`config.mk`:
```
export PLATFORM = sky130hd
export DESIGN_NAME = ise_cell
export DESIGN_NICKNAME = d
export VERILOG_FILES = /design/src/hw/rtl/ise_pkg.sv /design/src/hw/rtl/ise_cell.sv
export SDC_FILE = /design/constraint.sdc
export NUM_CORES = 1
export LEC_CHECK = 0
export BUFFER_PORTS_ARGS = -buffer_cell sky130_fd_sc_hd__buf_2
export CAP_MARGIN = 20
export CORE_MARGIN = 2
export CORE_UTILIZATION = 41
export CTS_CLUSTER_SIZE = 25
export DETAILED_ROUTE_END_ITERATION = 10
export PLACE_DENSITY = 0.74
export SYNTH_ARGS = -nofsm -noshare
export SYNTH_HDL_FRONTEND = slang
export SYNTH_SLANG_ARGS = --single-unit
export TNS_END_PERCENT = 30
```
`constraint.sdc`:
```
create_clock -name clk -period 3.2 [get_ports clk]
set_input_delay 0.16 -clock clk [delete_from_list [all_inputs] [get_ports clk]]
set_output_delay 0.16 -clock clk [all_outputs]
set_load 0.1 [all_outputs]
```
`src/hw/rtl/ise_pkg.sv`:
```
`default_nettype none
// ----------------------------------------------------------------------------
// ise_pkg: shared types and constants of the insertion sort engine
// Beat structs, cell control struct, sizing constants and the control states.
// ----------------------------------------------------------------------------
package ise_pkg;

  // Number of cells in the sorting chain.
  localparam int MAX_ITEMS = 64;
  // Fill counter width; it must hold MAX_ITEMS itself.
  localparam int CNT_W = $clog2(MAX_ITEMS + 1);
  localparam int VAL_W = 32;
  localparam int RANK_W = 6;

  typedef struct packed {
    logic signed [VAL_W-1:0] sample;
    logic                    set_end;
  } in_beat_t;

  typedef struct packed {
    logic signed [VAL_W-1:0] sorted_value;
    logic [RANK_W-1:0]       rank;
    logic                    final_result;
    logic                    overflow;
  } out_beat_t;

  // Control broadcast to every cell of the chain.
  typedef struct packed {
    logic                    insert;
    logic                    shift_down;
    logic signed [VAL_W-1:0] sample;
  } cell_ctrl_t;

  typedef enum logic {
    ST_FILL,
    ST_DRAIN
  } ise_state_t;

endpackage
`default_nettype wire

```
`src/hw/rtl/ise_cell.sv`:
```
`default_nettype none
// ----------------------------------------------------------------------------
// ise_cell: one cell of the insertion sort chain
// Holds one stored value; takes the new sample or its lower neighbor's value
// on insert, and its upper neighbor's value when the chain drains.
// ----------------------------------------------------------------------------
module ise_cell (
  input  wire logic                           clk,
  input  wire ise_pkg::cell_ctrl_t            ctrl,
  input  wire logic                           occupied,
  input  wire logic signed [ise_pkg::VAL_W-1:0] lower_value,
  input  wire logic                           lower_move,
  input  wire logic signed [ise_pkg::VAL_W-1:0] upper_value,
  output logic signed [ise_pkg::VAL_W-1:0]    value,
  output logic                                move
);
  import ise_pkg::*;

  logic signed [VAL_W-1:0] value_next;

  // An empty cell counts as larger than any sample, so the first empty cell
  // takes the sample when every stored value is smaller or equal.
  assign move = !occupied || (value > ctrl.sample);

  always_comb begin
    value_next = value;
    if (ctrl.shift_down) begin
      value_next = upper_value;
    end else if (ctrl.insert && move) begin
      value_next = lower_move ? lower_value : ctrl.sample;
    end
  end

  always_ff @(posedge clk) begin
    value <= value_next;
  end

endmodule
`default_nettype wire

```
======== After elaboration in Yosys (flattened, before gate mapping) ========
Index checks and enable logic that the tools add are counted.
W data, S select, Z words.
cells by class
  $lt $le $gt $ge ......................... 1
  muxes and demuxes ....................... 3
  reduce and logical (&&, ||, !) cells .... 4
operators by type and width
  cell                 number
  $mux W32             3
  $gt A32 B32 Y1       1
  $reduce_bool A2 Y1   1
  $logic_and A1 B1 Y1  1
  $logic_not A1 Y1     1
  $logic_or A1 B1 Y1   1
storage, ports and cells
  register bits after elaboration ......... 32
  input port bits ......................... 101
  logic and storage cells ................. 9

======== Depth between registers and ports, before layout ========
Gate-level depths: netlist of the first run.
  depth after elaboration ................. 5
  mapped depth ............................ 8
  mapped depth without buffers ............ 8

======== Worst setup path before layout of the first run ========
OpenSTA, ideal clock, no wires.
  kind .................................... register -> register
  start ................................... register value[5] (netlist name)
  end ..................................... register value[0] (netlist name) (enable)
  library setup time ...................... 0.425 ns
  arrival ................................. 3.506 ns
  required time ........................... 2.775 ns
  setup slack ............................. -0.731 ns
  cell stages (with the launch flop) ...... 8
  path buffers ............................ 0
  cell sequence ........................... edfxtp_1 ha_1 a21o_1 nand3_1 a2111oi_2 a211oi_1 o211a_1 o21ai_1
on the way
  word-level cells in the longest chain between the ends .. 4
ends and longest elaborated chain
  what                          RTL line        text
  from (decl)                   ise_cell.sv:14  output logic signed [ise_pkg::VAL_W-1:0] value,
  from (signal assigned)        ise_cell.sv:35  value <= value_next;
  $gt A32 B32 Y1                ise_cell.sv:23  assign move = !occupied || (value > ctrl.sample);
  $logic_or A1 B1 Y1            ise_cell.sv:23
  $logic_and A1 B1 Y1           ise_cell.sv:29  end else if (ctrl.insert && move) begin
  $reduce_bool A2 Y1 (no line)  n/a
No other way between the ends.
A chain may end at the register's enable or synchronous reset.

======== Final worst setup path of the first run ========
  start ................................... register value[14] (netlist name)
  end ..................................... output move
on the way
  word-level cells in the longest chain between the ends .. 2
ends and longest elaborated chain
  what                RTL line        text
  $gt A32 B32 Y1      ise_cell.sv:23
  $logic_or A1 B1 Y1  ise_cell.sv:23
  to (decl)           ise_cell.sv:15  output logic move
No other way between the ends.

==> results of run 1 <==
-- placed cells by master, fill, tap and decap left out --
| cell | netlist | layout |
|---|---|---|
| edfxtp_1 | 32 | 32 |
| a21oi_1 | 14 | 14 |
| buf_4 | 0 | 2 |
| o31ai_1 | 1 | 1 |
| clkbuf_8 | 0 | 5 |
| nor2_1 | 2 | 2 |
| nand2_1 | 38 | 38 |
| a211oi_1 | 2 | 2 |
| o21ai_0 | 35 | 35 |
| and4_1 | 1 | 1 |
| a21o_1 | 3 | 3 |
| o221ai_1 | 1 | 1 |
| mux2i_1 | 32 | 32 |
| a2111oi_2 | 1 | 1 |
| clkinv_2 | 0 | 1 |
| o21ai_4 | 0 | 1 |
| nand4_1 | 5 | 5 |
| nand2b_1 | 1 | 1 |
| nor4_2 | 2 | 2 |
| nand4_2 | 1 | 1 |
| inv_1 | 35 | 35 |
| clkbuf_1 | 8 | 1 |
| o21a_1 | 1 | 1 |
| or2_1 | 1 | 1 |
| buf_2 | 3 | 133 |
| o21ai_2 | 0 | 1 |
| ha_1 | 32 | 32 |
| nand3_1 | 5 | 5 |
| o211a_1 | 2 | 2 |
-- synth_stat cells (all sizes together) --
cell type / instances / area (um^2)
nand4: 6 / 43.8
ha: 32 / 400
a2111oi: 1 / 15.0
o221ai: 1 / 8.76
clkbuf: 8 / 30.0
o31ai: 1 / 7.51
nand2: 38 / 143
o21a: 1 / 7.51
o211a: 2 / 20.0
and4: 1 / 8.76
nor4: 2 / 25.0
nand3: 5 / 25.0
or2: 1 / 6.26
nor2: 2 / 7.51
nand2b: 1 / 6.26
edfxtp: 32 / 961
a211oi: 2 / 15.0
buf: 3 / 15.0
a21o: 3 / 22.5
mux2i: 32 / 320
inv: 35 / 131
a21oi: 14 / 70.1
o21ai: 37 / 185
-- final cells by class --
class                      count  area (um^2)
clock inverter                 1         5.00
inverter                      35          131
multi-input combinational    182         1350
timing repair buffer         135          681
sequential                    32          961
fill                         562         2590
clock buffer                   6         72.6
tap                           75         93.8
-- worst max-delay path, cell delays in order (launching register included) --
cell      delay, ps
edfxtp_1        400
ha_1            330
nand4_2         150
nor4_2          350
a211oi_1        140
o211a_1         290
o21ai_2         130
buf_2           440
-- stage by stage --
step	hold WS, ps	total power, uW	setup slack, ps
floorplan	347	1140	124
global placement	439	1300	892
detailed placement	443	1320	747
CTS	145	1620	469
global route	155	1680	373
finish	151	1600	524
-- routing by layer --
layer  wire [um]  track usage, %
met1        2600            21.8
met2        3180            34.1
met3         366            4.29
met4         114            7.67
met5           0               0
-- report_power, final --
part / switching, uW / internal, uW / total [uW]
Sequential: 27.2 / 528 / 555
Clock: 145 / 148 / 293
Combinational: 567 / 183 / 750
-- worst max path at each step --
stage                           end  slack, ps  cells after the start
after global placement    value[22]        890                      7
after floorplan                move        120                      7
after CTS                      move        470                      7
after global routing           move        370                      7
final                          move        520                      7
after detailed placement  value[23]        750                      7
-- logic make-up (layout without fill, tap and decap cells) --
group | count (synthesis) | after routing | synth area share (%)
mux | 32 | 32 | 12.9
fa+ha+maj | 32 | 32 | 16.2
flops | 32 | 32 | 38.8
compound gates | 62 | 62 | 14.2
simple gates | 56 | 56 | 10.7
buf+inv | 46 | 177 | 7.13
==> reports/metrics.csv, run 1 <==
metric,value,unit
run status,finished clean,
TritonCTS buffer count,5,
Avg WL per Cell,13.4,um
Final Instance Count excl. Fillers,466,
worst r2r path cells,7,
Leak Pwr,0.00177,uW
Chip Height,81.7,um
first-pass GRT wire length,9700,um
Syn Area/Cell,9.52,um^2
Reg with most FFs,value,
max cap viols,0,
Clock Path Buffers,2,
antenna violations before repair,0,
Post-DP HPWL,5100,um
Root Buffer,clkbuf_8,
CP max FO,3,
Post-route DRC,0,
peak supply drop,267,uV
largest net degree at the start of global routing,66,
final instance area,3300,um^2
Placer Congestion,0.758,
Fin Clk Skew,6.68,ps
Critical Path RT,3040,ps
biggest regs,value: 32 flops,
worst hold start,upper_value[21],
Post-DP Area,3220,um^2
total wire length,6260,um
CP Capture Type,output pin,
Vias per Instance,4.93,
Syn Inst Count,260,
Final #Nets,524,
Pwr Density,485,nW/um^2
Initial DRC Count,101,
CP startpoint,value[14],
crit path launch type,flop,
GRT Residual Overflow,0,
Hold EP,value[21],
Worst R2R Setup Slack,780,ps
Critical Path AT,2520,ps
initial core utilization,42.0,%
RSZ-0062 raised after global routing,false,
Slew headroom,34.4,%
Pins Over Slew Limit,0,
Initial DRT Pass Iterations,4,
row count,28,
hold-critical path depth,3,
Area Growth Syn to Fin,33.2,%
hold buffers post-CTS,0,
"Seq/Total Area, Yosys",38.8,%
post-route minimum period,2680,ps
# clock sinks,32,
Ports,134,
Global Route Usage Sum,19.0,%
Yosys warnings,0,
vias in the first global route,2210,
Slew @ Worst Pin,984,ps
port buffer count,133,
worst hold path type,in -> reg,
max FFs per register,32,
Seq cells post-synth,32,
placed insts,459,
antenna-violating nets left,0,
synthesized area,2470,um^2
synth unique cells,25,
Core Footprint,5890,um^2
Fin Setup TNS,0,ps
DIE WIDTH,81.7,um
Crit Reg-Reg Endpoint,value[22],
layout cells sized above 1,37.6,%
clock latency on the worst-skew pair,280,ps
Setup Viol. Count Final,0,
Post-CTS Resized,0,
die area,6670,um^2
critical path class,reg -> out,
CTS tree,built,
"Core Util, Final",56.0,%
H-Tree Depth,2,
Synthesized Nets,393,
antenna cells,0,
postcts setup bufs,0,
vias post-DR,2297,
Worst-path clk slew,70,ps
Final Cycle Share,83.6,%
reg2reg start,value[14],
final hold vios,0,
fmax,0.374,GHz
Power figures use the tool's default switching activity.
==> inputs of run 2 (changes only) <==
- clock period: 3.2 -> 2.3 ns (I/O delays scaled with it)
==> run 2 against run 1 <==
  * The flow now finishes with violations (negative setup slack)
  * Sequential share of layout area down 2.1 points
  * Clock-buffer cell count unchanged
  * Sequential power up 40%
  * Combinational power up 52%
  * Via count up 4.1%
  * Global-route usage up 1.2 points
  * Setup slack worse by 650 ps
  * Clock power up 80%
  * First-iteration DRC count down 54%
  * Non-clock buffer count up 9
  * Largest power group unchanged
==> reports/metrics.csv, run 2 (synthesis gave the netlist of run 1 again) <==
metric,value,unit,change
Fin Clk Skew,7.63,ps,+0.947 ps
Worst path max stage delay,430,ps,about the same
"critical path, cell by cell","ha_4, a21o_1, nand3_2, a2111oi_4, a211oi_2, o211a_1, o21ai_2, buf_12",,
# clock sinks,32,,unchanged
worst hold start,upper_value[27],,
reg2reg start,value[5],,
post-route minimum period,2420,ps,
row count,28,,unchanged
run status,"complete, but fails checks",,
Initial DRT Pass Iterations,4,,unchanged
most frequent cells in the layout,"buf_2, nand2_1, inv_1, o21ai_0",,
biggest regs,value: 32 flops,,
die area,6670,um^2,unchanged
Initial DRC Count,46,,-54%
sequential share of power,31.8,%,-2.9 points
internal power,1370,uW,+59%
GRT Residual Overflow,0,,unchanged
grt met3 use,4.29,%,unchanged
Ports,134,,unchanged
crit path launch type,flop,,
global routing's busiest layer,met2,,
Crit path buffers/inverters,1,,unchanged
final hold vios,0,,unchanged
Setup Viol. Count Final,33,,+33
total wire length,6680,um,+6.7%
failing checks,negative setup slack,,
RSZ-0062 raised after global routing,true,,
critical path class,reg -> out,,
Pwr Density,686,nW/um^2,+42%
Setup WS post-layout,-122,ps,-646 ps
vias in the first global route,2393,,+8.3%
Total Power,2440,uW,+53%
Sw Pwr,1070,uW,+45%
CP Capture Type,output pin,,
Leak Pwr,0.00186,uW,+5.1%
initial core utilization,42.0,%,unchanged
Core Footprint,5890,um^2,unchanged
Global Route Usage Sum,20.2,%,+1.2 points
Chip Height,81.7,um,unchanged
Slew @ Worst Pin,519,ps,-465 ps
Final #Nets,533,,+1.7%
Clock Path Buffers,2,,unchanged
GR met1 Demand/Resource,21.7,%,-0.12 points
port buffer count,133,,unchanged
Slew headroom,65.4,%,+31 points
CTS tree,built,,
Critical Path RT,2180,ps,-860 ps
Final Instance Count excl. Fillers,476,,+2.1%
Worst R2R Setup Slack,-120,ps,-900 ps
Reg with most FFs,value,,
hold buffers post-CTS,0,,unchanged
Post-route DRC,0,,unchanged
H-Tree Depth,2,,unchanged
Hold EP,value[27],,
Area Growth Syn to Fin,43.8,%,
Crit Reg-Reg Endpoint,value[28],,
Multi-input gate area,1460,um^2,+8.0%
Avg WL per Cell,14.0,um,+4.4%
FF+latch area,961,um^2,unchanged
"most common cell after layout, fill and taps aside",buf_2,,
antenna-violating nets left,0,,unchanged
clock power share,21.6,%,+3.3 points
Critical Path AT,2310,ps,-210 ps
FILL cells,511,,-9.1%
hold_ws,116,ps,-34.7 ps
Post-DP HPWL,5210,um,+2.2%
Pins Over Slew Limit,0,,unchanged
Final Cycle Share,105,%,
fmax,0.413,GHz,
layout cells sized above 1,41.1,%,+3.6 points
Placer Congestion,0.796,,+4.9%
max cap viols,0,,unchanged
Root Buffer,clkbuf_8,,
largest net degree at the start of global routing,65,,-1.5%
Crit-path slowest cell,edfxtp_1,,
Comb pwr share,46.6,%,-0.3 points
antenna cells,0,,unchanged
CP top delay family,compound AO/OA/AOI/OAI gates,,
peak supply drop,333,uV,+25%
M2 GR Usage,38.0,%,+3.9 points
Vias per Instance,5.02,,+1.9%
Worst-path clk slew,70,ps,about the same
vias post-DR,2391,,+4.1%
worst hold path type,in -> reg,,
hold-critical path depth,3,,unchanged
worst r2r path cells,8,,+1
switching share of power,44.0,%,-2.2 points
CP max FO,2,,-1
DIE WIDTH,81.7,um,unchanged
TritonCTS buffer count,5,,unchanged
first-pass GRT wire length,10200,um,+5.3%
max FFs per register,32,,unchanged
clock latency on the worst-skew pair,280,ps,about the same
antenna violations before repair,0,,unchanged
placed insts,465,,+1.3%
==> run 2: cell count changes in the layout (fill, tap and decap cells not counted), sizes merged <==
cell	delta
clkbuf	+1
buf	+8
bufinv	+1
==> run 2: worst register-to-register path: stages (launching register included) <==
cell,delay [ps]
edfxtp_1,430
ha_4,300
a21o_1,140
nand3_2,100
a2111oi_4,310
a211oi_2,70
o211a_1,290
o21ai_4,270
buf_4,220
==> run 2: power by group through the flow <==
stage	Clock (uW)	Sequential (uW)	Combinational, uW
6_report	526	777	1140
3_5_place_dp	0	784	1070
3_3_place_gp	0	778	1060
2_1_floorplan	0	1290	299
4_1_cts	546	771	1100
5_1_grt	564	786	1210
==> run 2: area by class of cell <==
cell class	instances	share of cell area (%)
timing repair buffer	144	22.6
inverter	35	3.69
clock inverter	2	0.985
tap	75	2.64
multi-input combinational	182	41.0
sequential	32	27.0
clock buffer	6	2.04
==> run 2: worst max path at each step <==
stage               from         to  slack, ps  cells past startpoint
2_1_floorplan   value[5]   value[0]       -720                      7
3_3_place_gp   value[27]   value[2]         90                      7
3_5_place_dp   value[15]   value[1]        -20                      7
4_1_cts         value[5]       move       -110                      8
5_1_grt         value[5]  value[28]       -250                      8
6_report        value[5]       move       -120                      8
==> run 2: repair_timing <==
item | 4_1_cts | 5_1_grt
resized for setup | 5 | 9
buffers inserted | 2 | 0
gates cloned | 0 | 1
setup endpoints to repair | 28 | 33
pin swaps | 5 | 2
==> run 2: per-stage QoR <==
step                cell area [um^2]  TNS [ps]  setup WS (ps)  util [%]
finish                          3560     -2720           -122      60.5
detailed placement              3290      -209          -20.4      55.9
floorplan                       2490    -23580           -715         -
global placement                3290         0           85.6      55.9
CTS                             3450      -113           -113      58.7
global route                    3560     -6970           -250      60.5
==> run 2: per-layer routing <==
layer	wire length, um	up-vias
met4	180	0
li1	-	1211
met5	0	-
met3	393	15
met2	3470	90
met1	2640	1075
==> inputs of run 3 (changes only) <==
- GPL_ROUTABILITY_DRIVEN: unset -> 0
- SETUP_SLACK_MARGIN: unset -> 0.2
==> run 3 against run 2 <==
  * The run still ends with negative setup slack left
  * Sequential power hardly changed
  * Critical path depth stayed put
  * Wire length is 2.1% higher
  * Global-route usage is 0.30 points higher
  * Cell area is 0.84% higher
  * Via count is 0.46% higher
  * Utilization is 0.51 points higher
  * Non-clock buffer count is 2 higher
  * Die area stayed put
  * Clock power is 1% higher
  * Cell count is 0.42% higher
  * Highest routed layer unchanged
==> reports/metrics.csv, run 3 (synthesis gave the netlist of run 1 again) <==
metric,value,unit,change
CP Capture Type,output pin,,
failing checks,negative setup slack,,
CP max FO,2,,unchanged
fmax,0.412,GHz,-0.12%
Global Route Usage Sum,20.5,%,+0.30 points
Final Cycle Share,105,%,+0.13 points
Setup WS post-layout,-125,ps,-2.99 ps
biggest regs,value: 32 flops,,
Worst-path clk slew,70,ps,about the same
post-route minimum period,2430,ps,+2.99 ps
final hold vios,0,,unchanged
layout cells sized above 1,41.9,%,+0.79 points
GRT Residual Overflow,0,,unchanged
max FFs per register,32,,unchanged
total wire length,6820,um,+2.1%
"most common cell after layout, fill and taps aside",buf_2,,
max cap viols,0,,unchanged
worst hold path type,in -> reg,,
Post-DP HPWL,5210,um,unchanged
Root Buffer,clkbuf_8,,
Multi-input gate area,1490,um^2,+1.7%
critical path class,reg -> out,,
Crit-path slowest cell,edfxtp_1,,
antenna cells,0,,unchanged
Core Footprint,5890,um^2,unchanged
Ports,134,,unchanged
port buffer count,133,,unchanged
"critical path, cell by cell","ha_1, a21o_1, nand3_2, a2111oi_4, a211oi_2, o211a_1, o21ai_2, buf_12",,
Fin Clk Skew,6.52,ps,-1.12 ps
RSZ-0062 raised after global routing,true,,
crit path launch type,flop,,
FF+latch area,961,um^2,unchanged
# clock sinks,32,,unchanged
Setup Viol. Count Final,33,,unchanged
antenna-violating nets left,0,,unchanged
Slew @ Worst Pin,512,ps,-6.53 ps
Initial DRC Count,66,,+43%
antenna violations before repair,0,,unchanged
first-pass GRT wire length,10400,um,+1.6%
FILL cells,506,,-0.98%
Clock Path Buffers,2,,unchanged
Reg with most FFs,value,,
hold-critical path depth,3,,unchanged
Chip Height,81.7,um,unchanged
H-Tree Depth,2,,unchanged
row count,28,,unchanged
vias post-DR,2402,,+0.46%
Area Growth Syn to Fin,45.0,%,
Pins Over Slew Limit,0,,unchanged
Worst path max stage delay,390,ps,-40 ps
vias in the first global route,2416,,+0.96%
Initial DRT Pass Iterations,4,,unchanged
Leak Pwr,0.00186,uW,+0.22%
Avg WL per Cell,14.3,um,+1.7%
Vias per Instance,5.03,,about the same
Final Instance Count excl. Fillers,478,,+0.42%
Critical Path RT,2180,ps,about the same
most frequent cells in the layout,"buf_2, nand2_1, inv_1, o21ai_0",,
Total Power,2460,uW,+0.82%
Final #Nets,535,,+0.38%
DIE WIDTH,81.7,um,unchanged
CTS tree,built,,
initial core utilization,42.0,%,unchanged
Pwr Density,686,nW/um^2,about the same
run status,"complete, but fails checks",,
Critical Path AT,2310,ps,about the same
Slew headroom,65.9,%,+0.44 points
clock latency on the worst-skew pair,280,ps,about the same
largest net degree at the start of global routing,65,,unchanged
peak supply drop,335,uV,+0.43%
die area,6670,um^2,unchanged
DP Worst Slack,-20.4,ps,unchanged
worst r2r path cells,8,,unchanged
Post-route DRC,0,,unchanged
TritonCTS buffer count,5,,unchanged
placed insts,465,,unchanged
-- run 3: cell types whose count changed in the layout (fill, tap and decap cells not counted), sizes merged --
cell,previous run,this run
buf,143,146
clkbuf,7,6
-- run 3: per-stage QoR --
step / area [um^2] / utilization, % / hold WS, ps / setup TNS, ps
after floorplan: 2490 / - / 302 / -23580
after global placement: 3290 / 55.9 / 396 / 0
after detailed placement: 3290 / 55.9 / 400 / -209
after CTS: 3500 / 59.5 / 102 / -874
after global routing: 3590 / 61.0 / 107 / -5190
final: 3590 / 61.0 / 113 / -1360
-- run 3: worst max-delay path: cells and delay by family (launching register included) --
| family | cells | cell delay (ps) |
|---|---|---|
| buffers and inverters | 1 | 200 |
| and+or+nand+nor | 1 | 100 |
| DFF | 1 | 390 |
| adders and majority gates | 1 | 320 |
| AOI/OAI and AO/OA | 5 | 1020 |
-- run 3: what timing repair did --
action	4_1_cts	5_1_grt
gates resized for setup	12	8
hold buffers	0	0
pin swaps	8	6
setup endpoints to repair	33	33
cloned	1	1
buffers inserted	3	0
-- run 3: cell type report --
cell class / instances / share of cell area (%)
timing repair buffer: 146 / 22.6
clock inverter: 2 / 0.976
tap: 75 / 2.62
clock buffer: 6 / 2.02
inverter: 35 / 3.66
sequential: 32 / 26.8
multi-input combinational: 182 / 41.4
-- run 3: worst paths after layout --
kind / to / slack (ps) / from
max reg2reg: value[28] / -50 / value[5]
min reg2reg: value[7] / 1250 / value[30]
min: value[27] / 110 / upper_value[27]
max: move / -130 / value[5]
-- run 3: layer usage --
metal,routed length (um),part of all wire [%],track usage [%],vias up
met5,0,0,0,-
li1,-,-,-,1213
met2,3530,52,38.7,85
met4,138,2.0,8.50,0
met3,404,5.9,4.51,10
met1,2750,40,21.9,1094
-- run 3: where the power goes --
part | internal, uW | switching, uW | total, uW
logic | 317 | 831 | 1150
clock network | 321 | 212 | 533
registers | 734 | 45.2 | 780
total | 1370 | 1090 | 2460
